===== src/hdl/ictd_pkg.sv =====
package ictd_pkg;

  typedef enum logic [4:0] {
    K_NULL  = 5'd0,
    K_UNK   = 5'd1,
    K_MOV   = 5'd2,
    K_LOAD  = 5'd3,
    K_STORE = 5'd4,
    K_ADD   = 5'd5,
    K_SUB   = 5'd6,
    K_MUL   = 5'd7,
    K_DIV   = 5'd8,
    K_MOD   = 5'd9,
    K_AND   = 5'd10,
    K_OR    = 5'd11,
    K_XOR   = 5'd12,
    K_SHL   = 5'd13,
    K_SHR   = 5'd14,
    K_ILL   = 5'd15,
    K_RET   = 5'd16,
    K_UJMP  = 5'd17,
    K_UCALL = 5'd18,
    K_CMOV  = 5'd19,
    K_TRAP  = 5'd20,
    K_SWI   = 5'd21,
    K_IO    = 5'd22,
    K_NOT   = 5'd23,
    K_ABS   = 5'd24,
    K_CMP   = 5'd25,
    K_CALL  = 5'd26,
    K_CJMP  = 5'd27,
    K_JMP   = 5'd28,
    K_PUSH  = 5'd29,
    K_NOP   = 5'd30
  } kind_t;

  typedef struct packed {
    logic [31:0] address;
    logic [7:0]  byte_zero;
    logic [7:0]  byte_one;
    logic [7:0]  byte_two;
    logic [7:0]  bytes_available;
  } in_t;

  typedef struct packed {
    logic [3:0]  length;
    kind_t       kind;
    logic        is_fpu;
    logic [31:0] jump_target;
    logic [31:0] fall_through;
    logic [31:0] pointer;
    logic        truncated;
  } out_t;

  // Decode summary handed from the classifier to the address stages
  typedef struct packed {
    logic [3:0]  length;
    logic        truncated;
    kind_t       kind;
    logic        is_fpu;
    logic        has_jump;
    logic        has_fall;
    logic        has_ptr;
    logic        call_align;
    logic [31:0] offset;
  } dec_t;

  localparam logic [31:0] PTR_BIAS = 32'h0004_0000;

  localparam logic [3:0] LEN_BY_OP0 [0:15] = '{
    4'd3, 4'd3, 4'd3, 4'd3, 4'd3, 4'd3, 4'd3, 4'd3,
    4'd2, 4'd2, 4'd2, 4'd2, 4'd2, 4'd2, 4'd8, 4'd8
  };

  localparam kind_t RST2_KIND [0:15] = '{
    K_AND, K_AND, K_OR,  K_OR,  K_XOR, K_UNK, K_UNK, K_UNK,
    K_MUL, K_UNK, K_MUL, K_MUL, K_DIV, K_DIV, K_MOD, K_MOD
  };

  localparam kind_t RST1_KIND [0:15] = '{
    K_SHL, K_SHL, K_SHR, K_SHR, K_SHR, K_UNK, K_NULL, K_UNK,
    K_SHR, K_SHR, K_SHL, K_SHR, K_MUL, K_MUL, K_UNK,  K_UNK
  };

  localparam kind_t LSAI_KIND [0:15] = '{
    K_LOAD, K_LOAD, K_LOAD, K_UNK, K_STORE, K_STORE, K_STORE, K_NULL,
    K_UNK,  K_LOAD, K_MOV,  K_LOAD, K_ADD,  K_ADD,  K_STORE, K_STORE
  };

endpackage


===== src/hdl/instruction_class_and_target_decoder.sv =====
// Channel | Direction | Handshake          | Payload
// in_     | input     | in_valid/in_ready   | in_t : address, three bytes, bytes available
// out_    | output    | out_valid/out_ready | out_t: length, kind, fpu, targets, truncated
//
// Three register stages: classify and pick the offset, form the base
// addresses, add the offset into the output register. One beat per cycle
// is sustained while out_ready stays high.
// rst_n is synchronous and active low; it clears the stage valid bits only.
// Each stage advances when it is empty or the stage after it moves, so a
// stall on out_ready fills the pipeline bubble-free and drops nothing.
module instruction_class_and_target_decoder import ictd_pkg::*; (
  input  logic clk,
  input  logic rst_n,
  input  logic in_valid,
  output logic in_ready,
  input  in_t  in_data,
  output logic out_valid,
  input  logic out_ready,
  output out_t out_data
);

  // Stage 1: decode summary plus the address it belongs to
  typedef struct packed {
    dec_t        dec;
    logic [31:0] addr;
  } s1_t;

  // Stage 2: decode summary plus the chosen base and the fall-through address
  typedef struct packed {
    dec_t        dec;
    logic [31:0] base;
    logic [31:0] fall;
  } s2_t;

  dec_t        dec;
  s1_t         s1_r, s1_nxt;
  s2_t         s2_r, s2_nxt;
  out_t        out_r, out_nxt;
  logic        s1_valid_r, s2_valid_r, out_valid_r;
  logic        s1_valid_nxt, s2_valid_nxt, out_valid_nxt;
  logic        s1_rdy, s2_rdy, out_adv;
  logic [31:0] pc4, aligned, sum;

  ictd_decode u_decode (
    .beat (in_data),
    .dec  (dec)
  );

  // Advance a stage when it holds nothing or its successor moves on
  assign out_adv  = !out_valid_r || out_ready;
  assign s2_rdy   = !s2_valid_r || out_adv;
  assign s1_rdy   = !s1_valid_r || s2_rdy;
  assign in_ready = s1_rdy;

  assign s1_valid_nxt  = s1_rdy  ? in_valid   : s1_valid_r;
  assign s2_valid_nxt  = s2_rdy  ? s1_valid_r : s2_valid_r;
  assign out_valid_nxt = out_adv ? s2_valid_r : out_valid_r;

  always_ff @(posedge clk) begin
    if (!rst_n) begin
      s1_valid_r  <= 1'b0;
      s2_valid_r  <= 1'b0;
      out_valid_r <= 1'b0;
    end else begin
      s1_valid_r  <= s1_valid_nxt;
      s2_valid_r  <= s2_valid_nxt;
      out_valid_r <= out_valid_nxt;
    end
  end

  // Stage 1 capture
  always_comb begin
    s1_nxt.dec  = dec;
    s1_nxt.addr = in_data.address;
  end

  // Stage 2: the literal pointer works from the word-aligned address rounded up,
  // every branch and call from the address plus four
  assign pc4     = s1_r.addr + 32'd4;
  assign aligned = (s1_r.addr + 32'd3) & ~32'd3;

  always_comb begin
    s2_nxt.dec  = s1_r.dec;
    s2_nxt.base = s1_r.dec.has_ptr ? aligned : pc4;
    s2_nxt.fall = s1_r.addr + {28'd0, s1_r.dec.length};
  end

  // Stage 3: one shared adder serves jump, call and literal targets
  assign sum = s2_r.base + s2_r.dec.offset;

  always_comb begin
    out_nxt              = '0;
    out_nxt.length       = s2_r.dec.length;
    out_nxt.kind         = s2_r.dec.kind;
    out_nxt.is_fpu       = s2_r.dec.is_fpu;
    out_nxt.truncated    = s2_r.dec.truncated;
    if (s2_r.dec.has_jump) begin
      // calls land on a word boundary
      out_nxt.jump_target = s2_r.dec.call_align ? {sum[31:2], 2'b00} : sum;
    end
    if (s2_r.dec.has_fall) begin
      out_nxt.fall_through = s2_r.fall;
    end
    if (s2_r.dec.has_ptr) begin
      out_nxt.pointer = sum;
    end
  end

  // Payload registers load only when their stage takes a fresh beat
  always_ff @(posedge clk) begin
    if (in_valid && s1_rdy) begin
      s1_r <= s1_nxt;
    end
    if (s1_valid_r && s2_rdy) begin
      s2_r <= s2_nxt;
    end
    if (s2_valid_r && out_adv) begin
      out_r <= out_nxt;
    end
  end

  assign out_valid = out_valid_r;
  assign out_data  = out_r;

  // A cut-short instruction carries no class and no addresses
  a_trunc_clean: assert property (@(posedge clk) disable iff (!rst_n)
    out_valid && out_data.truncated |->
      out_data.kind == K_NULL && !out_data.is_fpu && out_data.jump_target == 32'd0 &&
      out_data.fall_through == 32'd0 && out_data.pointer == 32'd0)
    else $error("truncated beat carries decode fields");

  // Fall-through is only given for calls and conditional branches
  a_fall_kind: assert property (@(posedge clk) disable iff (!rst_n)
    out_valid && out_data.fall_through != 32'd0 |->
      out_data.kind == K_CALL || out_data.kind == K_CJMP)
    else $error("fall-through on a beat that is no call or branch");

  // A literal pointer only comes with a load
  a_ptr_kind: assert property (@(posedge clk) disable iff (!rst_n)
    out_valid && out_data.pointer != 32'd0 |-> out_data.kind == K_LOAD)
    else $error("pointer on a beat that is no load");

  // Input back-pressure only when every stage is full and the output stalls
  a_full_stall: assert property (@(posedge clk) disable iff (!rst_n)
    !in_ready |-> s1_valid_r && s2_valid_r && out_valid_r && !out_ready)
    else $error("input held off with room in the pipeline");

  // Call targets stay word aligned
  a_call_align: assert property (@(posedge clk) disable iff (!rst_n)
    out_valid && out_data.kind == K_CALL |-> out_data.jump_target[1:0] == 2'b00)
    else $error("call target not word aligned");

endmodule


===== src/hdl/ictd_decode.sv =====
module ictd_decode import ictd_pkg::*; (
  input  in_t  beat,
  output dec_t dec
);

  function automatic kind_t st0_kind(input logic [3:0] t, input logic [3:0] s,
                                     input logic [3:0] r);
    kind_t k;
    k = K_UNK;
    unique case (r)
      4'h0: begin
        if (t <= 4'd3) k = K_ILL;
        else if (t == 4'h8 || t == 4'h9) k = K_RET;
        else if (t == 4'ha) k = K_UJMP;
        else if (t >= 4'hc) k = K_UCALL;
      end
      4'h1: k = K_CMOV;
      4'h2: begin
        if (t <= 4'd3 || t == 4'h8 || t == 4'hc || t == 4'hd) k = K_NULL;
      end
      4'h3: begin
        if (t == 4'h0) begin
          if (s <= 4'd2 || s == 4'h4 || s == 4'h5) k = K_RET;
        end else if (t == 4'h1 || t == 4'h2) begin
          k = K_RET;
        end
      end
      4'h4: k = K_TRAP;
      4'h5, 4'h6, 4'h7: k = K_SWI;
      4'h8, 4'h9, 4'ha, 4'hb: k = K_MOV;
      default: k = K_UNK;
    endcase
    return k;
  endfunction

  function automatic kind_t st1_kind(input logic [3:0] r);
    kind_t k;
    k = K_UNK;
    if (r <= 4'd4 || r >= 4'he) k = K_NULL;
    else if (r == 4'h6 || r == 4'h7) k = K_IO;
    else if (r == 4'h8) k = K_SWI;
    return k;
  endfunction

  function automatic kind_t qrst_kind(input logic [3:0] t, input logic [3:0] s,
                                      input logic [3:0] r, input logic [3:0] op1,
                                      input logic [3:0] op2);
    kind_t k;
    k = K_UNK;
    unique case (op1)
      4'd0: begin
        unique case (op2)
          4'd0: k = st0_kind(t, s, r);
          4'd1: k = K_AND;
          4'd2: k = K_OR;
          4'd3: k = K_XOR;
          4'd4: k = st1_kind(r);
          4'd5: k = K_MOV;
          4'd6: k = (s == 4'd0) ? K_NOT : (s == 4'd1) ? K_MOV : K_UNK;
          4'd7: k = K_UNK;
          default: k = (op2 < 4'd12) ? K_ADD : K_SUB;
        endcase
      end
      4'd1: begin
        if (op2 == 4'hf) begin
          if (r <= 4'd3 || r == 4'h8 || r == 4'h9) k = K_NULL;
          else if (r == 4'he && t <= 4'd1) k = K_RET;
          else k = K_UNK;
        end else begin
          k = RST1_KIND[op2];
        end
      end
      4'd2: k = RST2_KIND[op2];
      4'd3: k = K_MOV;
      4'd4, 4'd5: k = K_NULL;
      4'd8: k = (op2 <= 4'd1) ? K_LOAD : (op2 == 4'd4 || op2 == 4'd5) ? K_STORE : K_UNK;
      4'd9: k = (op2 == 4'd0) ? K_LOAD : (op2 == 4'd4) ? K_STORE : K_UNK;
      4'd10: begin
        if (op2 == 4'd0 || op2 == 4'd4) k = K_ADD;
        else if (op2 == 4'd1 || op2 == 4'd5) k = K_SUB;
        else if (op2 == 4'd2) k = K_MUL;
        else if (op2 >= 4'd8 && op2 <= 4'he) k = K_MOV;
        else if (op2 == 4'hf) begin
          if (t == 4'd0 || t == 4'd4 || t == 4'd5) k = K_MOV;
          else if (t == 4'd1) k = K_ABS;
          else if (t == 4'd6) k = K_NOT;
          else k = K_UNK;
        end else k = K_UNK;
      end
      4'd11: begin
        if (op2 >= 4'd1 && op2 <= 4'd7) k = K_CMP;
        else if (op2 >= 4'd8 && op2 <= 4'hd) k = K_MOV;
        else k = K_UNK;
      end
      default: k = K_UNK;
    endcase
    return k;
  endfunction

  logic [7:0]  b0, b1, b2;
  logic [3:0]  op0, t, s, r, op1, op2;
  logic [3:0]  len;
  logic        trunc;
  logic [31:0] sext8;
  dec_t        raw;

  assign b0    = beat.byte_zero;
  assign b1    = beat.byte_one;
  assign b2    = beat.byte_two;
  assign op0   = b0[3:0];
  assign t     = b0[7:4];
  assign s     = b1[3:0];
  assign r     = b1[7:4];
  assign op1   = b2[3:0];
  assign op2   = b2[7:4];
  assign len   = LEN_BY_OP0[op0];
  assign trunc = {4'd0, len} > beat.bytes_available;
  assign sext8 = {{24{b2[7]}}, b2};

  always_comb begin
    raw            = '0;
    raw.kind       = K_NULL;
    raw.length     = len;
    raw.truncated  = trunc;
    unique case (op0)
      4'd0: begin
        raw.kind   = qrst_kind(t, s, r, op1, op2);
        raw.is_fpu = (op1 == 4'd8 || op1 == 4'd10 || op1 == 4'd11);
      end
      4'd1: begin
        raw.kind    = K_LOAD;
        raw.has_ptr = 1'b1;
        raw.offset  = {14'd0, b2, b1, 2'b00} - PTR_BIAS;
      end
      4'd2: raw.kind = LSAI_KIND[r];
      4'd3: begin
        raw.is_fpu = 1'b1;
        raw.kind   = (r[1:0] == 2'd0) ? (r[2] ? K_STORE : K_LOAD) : K_UNK;
      end
      4'd5: begin
        raw.kind       = K_CALL;
        raw.has_jump   = 1'b1;
        raw.has_fall   = 1'b1;
        raw.call_align = 1'b1;
        raw.offset     = {{12{b2[7]}}, b2, b1, b0[7:6], 2'b00};
      end
      4'd6: begin
        unique case (b0[5:4])
          2'd0: begin
            raw.kind     = K_JMP;
            raw.has_jump = 1'b1;
            raw.offset   = {{14{b2[7]}}, b2, b1, b0[7:6]};
          end
          2'd1: begin
            raw.kind     = K_CJMP;
            raw.has_jump = 1'b1;
            raw.has_fall = 1'b1;
            raw.offset   = {{20{b2[7]}}, b2, b1[7:4]};
          end
          2'd2: begin
            raw.kind     = K_CJMP;
            raw.has_jump = 1'b1;
            raw.has_fall = 1'b1;
            raw.offset   = sext8;
          end
          default: begin
            if (b0[7:6] == 2'd0) begin
              raw.kind = K_PUSH;
            end else if (b0[7:6] == 2'd1) begin
              if (r <= 4'd1) begin
                raw.kind     = K_CJMP;
                raw.has_jump = 1'b1;
                raw.has_fall = 1'b1;
                raw.offset   = sext8;
              end else if (r >= 4'h8 && r <= 4'ha) begin
                raw.kind     = K_CJMP;
                raw.has_jump = 1'b1;
                raw.has_fall = 1'b1;
                raw.offset   = {24'd0, b2};
              end else begin
                raw.kind = K_UNK;
              end
            end else begin
              raw.kind     = K_CJMP;
              raw.has_jump = 1'b1;
              raw.has_fall = 1'b1;
              raw.offset   = sext8;
            end
          end
        endcase
      end
      4'd7: begin
        raw.kind     = K_CJMP;
        raw.has_jump = 1'b1;
        raw.has_fall = 1'b1;
        raw.offset   = sext8;
      end
      4'd8: raw.kind = K_LOAD;
      4'd9: raw.kind = K_STORE;
      4'd10, 4'd11: raw.kind = K_ADD;
      4'd12: begin
        if (b0[7]) begin
          raw.kind     = K_CJMP;
          raw.has_jump = 1'b1;
          raw.has_fall = 1'b1;
          raw.offset   = {26'd0, b0[5:4], b1[7:4]};
        end else begin
          raw.kind = K_MOV;
        end
      end
      4'd13: begin
        if (r == 4'd0) raw.kind = K_MOV;
        else if (r == 4'hf) begin
          if (t <= 4'd1) raw.kind = K_RET;
          else if (t == 4'd2) raw.kind = K_TRAP;
          else if (t == 4'd3) raw.kind = K_NOP;
          else if (t == 4'd6) raw.kind = K_ILL;
          else raw.kind = K_UNK;
        end else raw.kind = K_UNK;
      end
      default: raw.kind = K_NULL;
    endcase
  end

  // Drop everything but length and the flag when the instruction is cut short
  always_comb begin
    dec = raw;
    if (trunc) begin
      dec           = '0;
      dec.kind      = K_NULL;
      dec.length    = len;
      dec.truncated = 1'b1;
    end
  end

endmodule

===== config.mk =====
export PLATFORM = sky130hd
export DESIGN_NAME = instruction_class_and_target_decoder
export DESIGN_NICKNAME = d
export VERILOG_FILES = /design/src/hdl/ictd_pkg.sv /design/src/hdl/instruction_class_and_target_decoder.sv /design/src/hdl/ictd_decode.sv
export SDC_FILE = /design/constraint.sdc
export NUM_CORES = 1
export LEC_CHECK = 0
export BUFFER_PORTS_ARGS = -buffer_cell sky130_fd_sc_hd__buf_4
export CELL_PAD_IN_SITES_DETAIL_PLACEMENT = 0
export CELL_PAD_IN_SITES_GLOBAL_PLACEMENT = 1
export CORE_MARGIN = 2
export CORE_UTILIZATION = 40
export CTS_CLUSTER_DIAMETER = 120
export DETAILED_ROUTE_END_ITERATION = 12
export PLACE_DENSITY_LB_ADDON = 0.1
export SLEW_MARGIN = 30
export SYNTH_ARGS = -nofsm -noshare
export SYNTH_HDL_FRONTEND = slang
export SYNTH_HIERARCHICAL = 1
export SYNTH_SLANG_ARGS = --single-unit

===== constraint.sdc =====
create_clock -name clk -period 19.55 [get_ports clk]
set_input_delay 1.955 -clock clk [delete_from_list [all_inputs] [get_ports clk]]
set_output_delay 1.955 -clock clk [all_outputs]
set_load 0.005 [all_outputs]

=== Yosys cells after proc, flatten, opt, wreduce, memory -nomap -nowiden ===
Memory sizes are Yosys's and may differ from the RTL's.
Cells that the tools add are included.

* Word-level logic and storage cells: 253
* Register bits after elaboration: 300
* Input port bits: 68
* Bits in read-only memories: 304
* Memories kept: 4

* Reductions and logical operators: 50
* Mux-type cells: 77
* $lt $le $gt $ge: 21
* Eq/ne operators: 59
* Add/subtract/negate cells: 5
* Bitwise logic cells: 4

{| class="wikitable"
|+ Memories
! name !! depth !! bits a word !! read ports !! clocked after Yosys merged registers in !! wr ports !! line !! source
|-
| (name not given) || 16 || 5 || 1 || 0 || 0 || ictd_decode.sv:70 || <nowiki>k = RST1_KIND[op2];</nowiki>
|-
| (name not given) || 16 || 5 || 1 || 0 || 0 || ictd_decode.sv:135 || <nowiki>4'd2: raw.kind = LSAI_KIND[r];</nowiki>
|-
| (name not given) || 16 || 5 || 1 || 0 || 0 || ictd_decode.sv:73 || <nowiki>4'd2: k = RST2_KIND[op2];</nowiki>
|-
| (name not given) || 16 || 4 || 1 || 0 || 0 || ictd_decode.sv:116 || <nowiki>assign len = LEN_BY_OP0[op0];</nowiki>
|}

{| class="wikitable"
|+ Operator list
! operator !! number
|-
| 2-to-1 mux 5 bit || 42
|-
| case mux 32 bit (5 select lines) || 1
|-
| 2-to-1 mux 32 bit || 4
|-
| case mux 32 bit (3 select lines) || 1
|-
| equality test 4 bit, second input constant || 22
|-
| equality test 4 x 3 -> 1 bit, second input constant || 18
|-
| case mux 5 bit (11 select lines) || 1
|-
| case mux 5 bit (9 select lines) || 1
|-
| 2-to-1 mux 43 bit || 1
|-
| equality test 4 x 2 -> 1 bit, second input constant || 10
|-
| case mux 5 bit (8 select lines) || 1
|-
| case mux 5 bit (7 select lines) || 1
|-
| adder 32 x 2 -> 32 bit, second input constant || 1
|-
| adder 32 x 3 -> 32 bit, second input constant || 1
|-
| adder 32 bit || 1
|-
| adder 32 x 4 -> 32 bit || 1
|-
| equality test 4 x 1 -> 1 bit, second input constant || 6
|-
| zero test 4 bit || 6
|-
| logical OR 1 bit || 21
|-
| subtractor 18 x 19 -> 20 bit, second input constant || 1
|-
| >= comparator 4 bit, second input constant || 4
|-
| 2-to-1 mux 2 bit || 8
|-
| >= comparator 5 bit, second input constant || 3
|-
| inverter 4 -> 5 bit || 3
|-
| other kinds (24) || 57
|}

=== Logic depth before layout (Yosys ltp) ===
Gate-level depths: netlist of run 1.

* Word-level depth: 12
* Mapped depth: 12

=== Modules after synthesis ===
Netlist of run 1, hierarchy kept.

{| class="wikitable"
|+ Modules (own cells, without submodules)
! module !! area each (um^2) !! instances !! seq. area each (um^2) !! cells each
|-
| instruction_class_and_target_decoder || 12851.1 || 1 || 8978.6 || 881
|-
| ictd_decode || 2513.7 || 1 || 0.0 || 417
|}

=== Least setup slack after synthesis of run 1 ===
OpenSTA, ideal clock, no wires.

* Path type: input -> register
* Start point: in out_ready
* End point: reg s2_r (netlist bit out_nxt[0]), enable pin
* Slack: 8.721 ns
* Stages: 2
* Data arrival time: 10.079 ns
* Path through: nor2b_1 > a21boi_0

* Cells in the longest elaborated chain, start to end: 3

{| class="wikitable"
|+ Ends and longest elaborated chain
! what !! line !! source
|-
| from (decl) || instruction_class_and_target_decoder.sv:18 || <nowiki>input logic out_ready,</nowiki>
|-
| logical OR 1 bit || instruction_class_and_target_decoder.sv:50 || <nowiki>assign out_adv = !out_valid_r || out_ready;</nowiki>
|-
| logical OR 1 bit || instruction_class_and_target_decoder.sv:51 || <nowiki>assign s2_rdy = !s2_valid_r || out_adv;</nowiki>
|-
| logical AND 1 bit || instruction_class_and_target_decoder.sv:114 || <nowiki>if (s1_valid_r && s2_rdy) begin</nowiki>
|-
| to (signal assigned) || instruction_class_and_target_decoder.sv:115 || <nowiki>s2_r <= s2_nxt;</nowiki>
|-
| to (decl) || instruction_class_and_target_decoder.sv:37 || <nowiki>s2_t s2_r, s2_nxt;</nowiki>
|}

No other way between the ends.
A chain may end at the register's enable or synchronous reset.

=== Worst setup path after layout of run 1 ===
* Start point: in out_ready
* End point: out in_ready

* Cells in the longest elaborated chain, start to end: 3

{| class="wikitable"
|+ Ends and longest elaborated chain
! what !! line !! source
|-
| logical OR 1 bit || instruction_class_and_target_decoder.sv:50 ||
|-
| logical OR 1 bit || instruction_class_and_target_decoder.sv:51 ||
|-
| logical OR 1 bit || instruction_class_and_target_decoder.sv:52 || <nowiki>assign s1_rdy = !s1_valid_r || s2_rdy;</nowiki>
|-
| to (decl) || instruction_class_and_target_decoder.sv:15 || <nowiki>output logic in_ready,</nowiki>
|}

No other way between the ends.

==> results.py, run 1 <==
metrics = {
    "timing": {
        "hold_viol": 0,
        "tightestPinTransition_ns": 0.9286,
        "fin_crit_sh_pct": 25.34,
        "finalSetupTns_ns": 0,
        "fin_ws_ns": 14.60,
        "rsz0062_at_grt": "no",
        "drv_slew": 0,
        "finalHoldWorstSlack_ns": 0.4106,
        "fmax_mhz": 201.9,
        "clock_skew_ns": 0.01595,
        "relSlewSlack_pct": 38.09,
        "finalSetupViolations": 0,
        "fin_crit_ns": 4.953,
    },
    "routing": {
        "drt_iter0_drc": 713,
        "drt.antenna.violating_nets": 0,
        "drt-wirelength-per-cell_um": 19.52,
        "wl_um": 38350,
        "wl_met1_um": 19080,
        "via_per_inst": 5.316,
        "vias": 10440,
        "met3WireLength_um": 2174,
        "top_layer": "met4",
        "firstDrtPassIters": 6,
        "met2WireLength_um": 16170,
        "drcViolationCount": 0,
    },
    "placement": {
        "routabilityCongestion": 0.9136,
        "port_buffers": 176,
        "dp_hpwl_um": 27470,
        "pre_cts_ws_ns": 14.60,
    },
    "cells_and_area": {
        "syn2layout_area_growth_pct": 18.14,
        "ff_latch_area_mm2": 0.008979,
        "utilization_pct": 48.08,
        "multi_input_area_mm2": 0.005857,
        "antenna_cells": 0,
        "final_common_cell": "edfxtp_1",
        "layout-drive-gt1-share_pct": 19.00,
        "final_cell_mix": "297 x edfxtp_1, 180 x buf_4, 128 x nand2_1",
        "nNetsFinal": 1551,
        "fillers": 3434,
    },
    "synthesis": {
        "synth_seq_area_share_pct": 58.44,
        "synth_warnings": 6,
        "ys_ff_latch": 300,
        "synth.distinct_cells": 89,
        "synth_edf_count": 297,
        "synth_area_leaders": "edfxtp_1 58%, ha_1 4.2%, nand2_1 3.1%",
        "syn_inst": 1298,
        "yosysTopAreaCell": "edfxtp_1",
        "synth_ff_type": "edfxtp_1",
        "synthesis.area_mm2": 0.01536,
        "syn_nets": 1419,
        "async_reset_ff_share_pct": 0,
        "netlist.area_leader.share_pct": 58.05,
        "syn_area_per_cell_um2": 11.84,
    },
    "global_route": {
        "grt_pass1_wl_um": 58960,
        "grt_antenna_before_repair": 0,
        "grt_pass1_vias": 10120,
        "grt_max_degree": 82,
        "overflow": 0,
        "track_usage_pct": 19.29,
    },
    "power": {
        "clock_power_share_pct": 39.5,
        "powerDensity_mw_per_mm2": 86.70,
        "p_comb_share_pct": 11.5,
        "leakage_nw": 6.642,
        "p_switching_w": 0.0003870,
        "switching_share_pct": 24.59,
        "seqPwrFrac_pct": 48.9,
        "p_int_w": 0.001187,
        "peakVddDrop_mv": 0.05733,
    },
    "clock_tree": {
        "clock-sinks": 300,
        "worstSkewPairLatency_ns": 0.52,
        "htree_levels": 2,
        "path_clk_slew_ns": 0.07,
        "cts.path.max_buffers": 3,
        "cts_hold_buf": 0,
        "numCtsBuffers": 34,
        "cts_tree": "done",
        "post_cts_resize_count": 0,
        "cts_setup_buffers": 0,
        "root_buffer": "clkbuf_16",
    },
    "setup_path": {
        "worstSetupStartpointType": "primary input",
        "crit_fanout": 6,
        "crit_path_end_kind": "output port",
        "crit_arrival_ns": 3.00,
        "cp.required_ns": 17.59,
        "path_class": "in2out",
    },
    "floorplan": {
        "die_y_um": 200.0,
        "row_count": 71,
        "die_w_um": 200.0,
        "boundaryPins": 177,
        "core_mm2": 0.03776,
        "start_util_pct": 40.70,
        "die_area_mm2": 0.04000,
    },
    "run_status": {
        "outcome": "finished clean",
    },
    "worst_hold_path": {
        "hold_class": "reg2reg",
    },
    "run": {
        "maxCapViolations": 0,
    },
}
cell type report:
type	count	area share (%)
clock inverters	21	1.241
flip-flops and latches	300	49.46
inverters	32	0.6617
multi-input cells	875	32.26
repair buffers	187	8.078
well taps	511	3.522
clock buffers	38	4.770
synthesized netlist by cell type (all sizes together) (7+ instances only):
master  number
edfxtp     297
nand2      129
a21oi       86
and2        71
nor2        60
o21ai       54
clkbuf      51
ha          51
xnor2       45
buf         40
nand3       40
xor2        35
inv         32
nand2b      25
nor2b       24
mux2i       19
nor3        16
a22oi       15
nand4       15
nor3b       12
a31oi       11
a21o        10
and3         9
or3          8
a222oi       7
and3b        7
o211ai       7
o21a         7
power by group through the flow:
stage,registers (W),logic (W),clock network [W]
finish,0.000770,0.000181,0.000622
global route,0.000774,0.000202,0.000665
global placement,0.000785,0.000177,0
detailed placement,0.000784,0.000181,0
CTS,0.000771,0.000182,0.000639
floorplan,0.000779,0.000123,0
cells by family (layout without fill, tap and decap cells):
family                     after synthesis  in the layout  synth area share, %
DFF                                    300            300                58.44
adders and majority gates               53             53                4.414
other                                    1              1              0.02441
muxes                                   20             20                1.311
xor gates and xnor gates                80             80                4.560
and+or+nand+nor                        448            448                15.53
AOI/OAI and AO/OA                      273            273                12.02
buffers and inverters                  123            278                3.705
state kept, by name (all words and copies together), names as in the netlist:
signal,cells
out_data,107
s2_r,100
s1_r,79
out_nxt,11
out_valid,1
s1_valid_r,1
s2_valid_r,1
worst max-delay path, stage by stage:
cell     delay, ns
buf_4         0.11
nor2b_1       0.57
nand3_1       0.19
buf_4         0.17
worst paths after layout:
kind / startpoint / endpoint / slack, ns / cells past startpoint
max: out_ready / in_ready / 14.60 / 4
min: s1_r[37] / s2_r[69] / 0.41 / 0
max reg2reg: s2_r[64] / out_data[31] / 16.70 / 9
min reg2reg: s1_r[37] / s2_r[69] / 0.41 / 0
metal layers:
| metal | track usage (%) | vias to the layer above |
|---|---|---|
| met5 | 0 | - |
| met2 | 28.59 | 347 |
| met3 | 3.259 | 68 |
| li1 | - | 5061 |
| met4 | 5.789 | 0 |
| met1 | 28.94 | 4965 |
metrics by stage:
| stage | cell area (µm²) | cells | total power [W] |
|---|---|---|---|
| after floorplan | 15360 | 1298 | 0.0009017 |
| after global placement | 16950 | 1899 | 0.0009622 |
| after detailed placement | 17030 | 1904 | 0.0009649 |
| after CTS | 18120 | 1963 | 0.001592 |
| after global routing | 18150 | 1964 | 0.001640 |
| final | 18150 | 1964 | 0.001574 |
Power figures use the tool's default switching activity.
==> run 2, diff against run 1 <==
clock period = 4.8 ns   (was 19.55 ns; I/O delays follow)
==> results.py, run 2 (synthesis results as in run 1) <==
metrics = {
    "floorplan": {
        "die_w_um": 200.0,
        "die_y_um": 200.0,
        "die_area_mm2": 0.04000,
        "row_count": 71,
        "core_mm2": 0.03776,
        "boundaryPins": 177,
        "start_util_pct": 40.70,
    },
    "routing": {
        "via_per_inst": 5.339,
        "drt_iter0_drc": 722,
        "firstDrtPassIters": 8,
        "drt.antenna.violating_nets": 0,
        "drcViolationCount": 0,
        "drt-wirelength-per-cell_um": 19.84,
        "wl_um": 39010,
        "vias": 10500,
    },
    "global_route": {
        "grt_pass1_wl_um": 59640,
        "grt_antenna_before_repair": 0,
        "grt_max_degree": 80,
        "grt_pass1_vias": 10190,
        "track_usage_pct": 19.47,
        "overflow": 0,
    },
    "timing": {
        "relSlewSlack_pct": 41.57,
        "hold_viol": 0,
        "fin_crit_ns": 2.844,
        "drv_slew": 0,
        "fin_crit_sh_pct": 59.25,
        "tightestPinTransition_ns": 0.8765,
        "finalSetupTns_ns": 0,
        "finalSetupViolations": 0,
        "rsz0062_at_grt": "no",
        "clock_skew_ns": 0.01799,
        "fmax_mhz": 351.6,
    },
    "setup_path": {
        "crit_path_end_kind": "flip-flop",
        "path_class": "reg2reg",
        "worstSetupStartpointType": "flip-flop",
        "cp.required_ns": 5.07,
        "crit_fanout": 5,
        "crit_arrival_ns": 3.11,
        "reg2reg_slack_ns": 1.96,
    },
    "clock_tree": {
        "cts.path.max_buffers": 3,
        "cts_hold_buf": 0,
        "post_cts_resize_count": 0,
        "worstSkewPairLatency_ns": 0.52,
        "numCtsBuffers": 35,
        "cts_tree": "done",
        "htree_levels": 2,
        "cts_setup_buffers": 0,
        "root_buffer": "clkbuf_16",
        "clock-sinks": 300,
        "path_clk_slew_ns": 0.06,
    },
    "power": {
        "powerDensity_mw_per_mm2": 357.6,
        "switching_share_pct": 23.92,
        "leakage_nw": 6.671,
        "p_comb_share_pct": 11.4,
        "p_switching_w": 0.001558,
        "seqPwrFrac_pct": 48.2,
        "peakVddDrop_mv": 0.1899,
        "clock_power_share_pct": 40.4,
        "p_int_w": 0.004954,
    },
    "placement": {
        "dp_hpwl_um": 27930,
        "dpl-instance-area_mm2": 0.01705,
        "routabilityCongestion": 0.9063,
        "port_buffers": 176,
    },
    "cells_and_area": {
        "final_common_cell": "edfxtp_1",
        "final_area_mm2": 0.01821,
        "layout-drive-gt1-share_pct": 18.90,
        "largest_reg_flops": 107,
        "syn2layout_area_growth_pct": 18.52,
        "antenna_cells": 0,
        "final_cell_mix": "297 x edfxtp_1, 178 x buf_4, 128 x nand2_1",
        "nNetsFinal": 1551,
    },
    "worst_hold_path": {
        "hold_class": "in2reg",
    },
    "run": {
        "maxCapViolations": 0,
    },
    "run_status": {
        "outcome": "finished clean",
    },
}
-- run 2: through the flow --
step | power (W) | cells | worst slack (ns) | hold WS, ns | util (%)
2_1_floorplan | 0.003659 | 1298 | 0.7601 | 0.4003 | -
3_3_place_gp | 0.003927 | 1900 | 1.703 | 0.4010 | 45.01
3_5_place_dp | 0.003933 | 1904 | 1.554 | 0.4045 | 45.16
4_1_cts | 0.006598 | 1966 | 1.963 | 0.1032 | 48.22
5_1_grt | 0.006796 | 1966 | 1.736 | 0.1072 | 48.23
6_report | 0.006512 | 1966 | 1.956 | 0.1330 | 48.23
-- run 2: area by class of cell --
type | instances | area, µm²
tap | 511 | 639.4
clock inverter | 20 | 229.0
timing repair buffer | 186 | 1460
sequential | 300 | 8979
inverter | 32 | 120.1
clock buffer | 42 | 923.4
multi-input combinational | 875 | 5859
fill | 3451 | 19550
-- run 2: power groups by stage --
stage                     Clock [W]  Combinational, W  Sequential, W
final                       0.00263          0.000741        0.00314
after global routing        0.00282          0.000823        0.00315
after CTS                   0.00271          0.000744        0.00314
after detailed placement          0          0.000740        0.00319
after global placement            0          0.000729        0.00320
after floorplan                   0          0.000500        0.00316
-- run 2: critical path, cell delays in order (launching register included) --
cell and delay, ns:
edfxtp_1 0.42, ha_1 0.23, fa_1 0.41, a21o_1 0.20
a21oi_1 0.50, nor2_1 0.26, nand2_1 0.22, nor2_1 0.15
nand3_1 0.14, xnor2_1 0.07
-- run 2: path summary, 6_finish.rpt --
kind,from,end,cells after the start
setup / recovery,s1_r[0],s2_r[24],9
hold / removal,in_data[49],s1_r[17],1
hold reg to reg,s1_r[43],s2_r[75],0
setup reg to reg,s1_r[0],s2_r[24],9
-- run 2: per-layer routing --
metal	track usage, %	wire length (µm)	up-vias
met3	3.965	2507	62
met1	29.37	19290	5000
met4	6.091	1048	0
met5	0	0	-
li1	-	-	5073
met2	28.03	16160	362
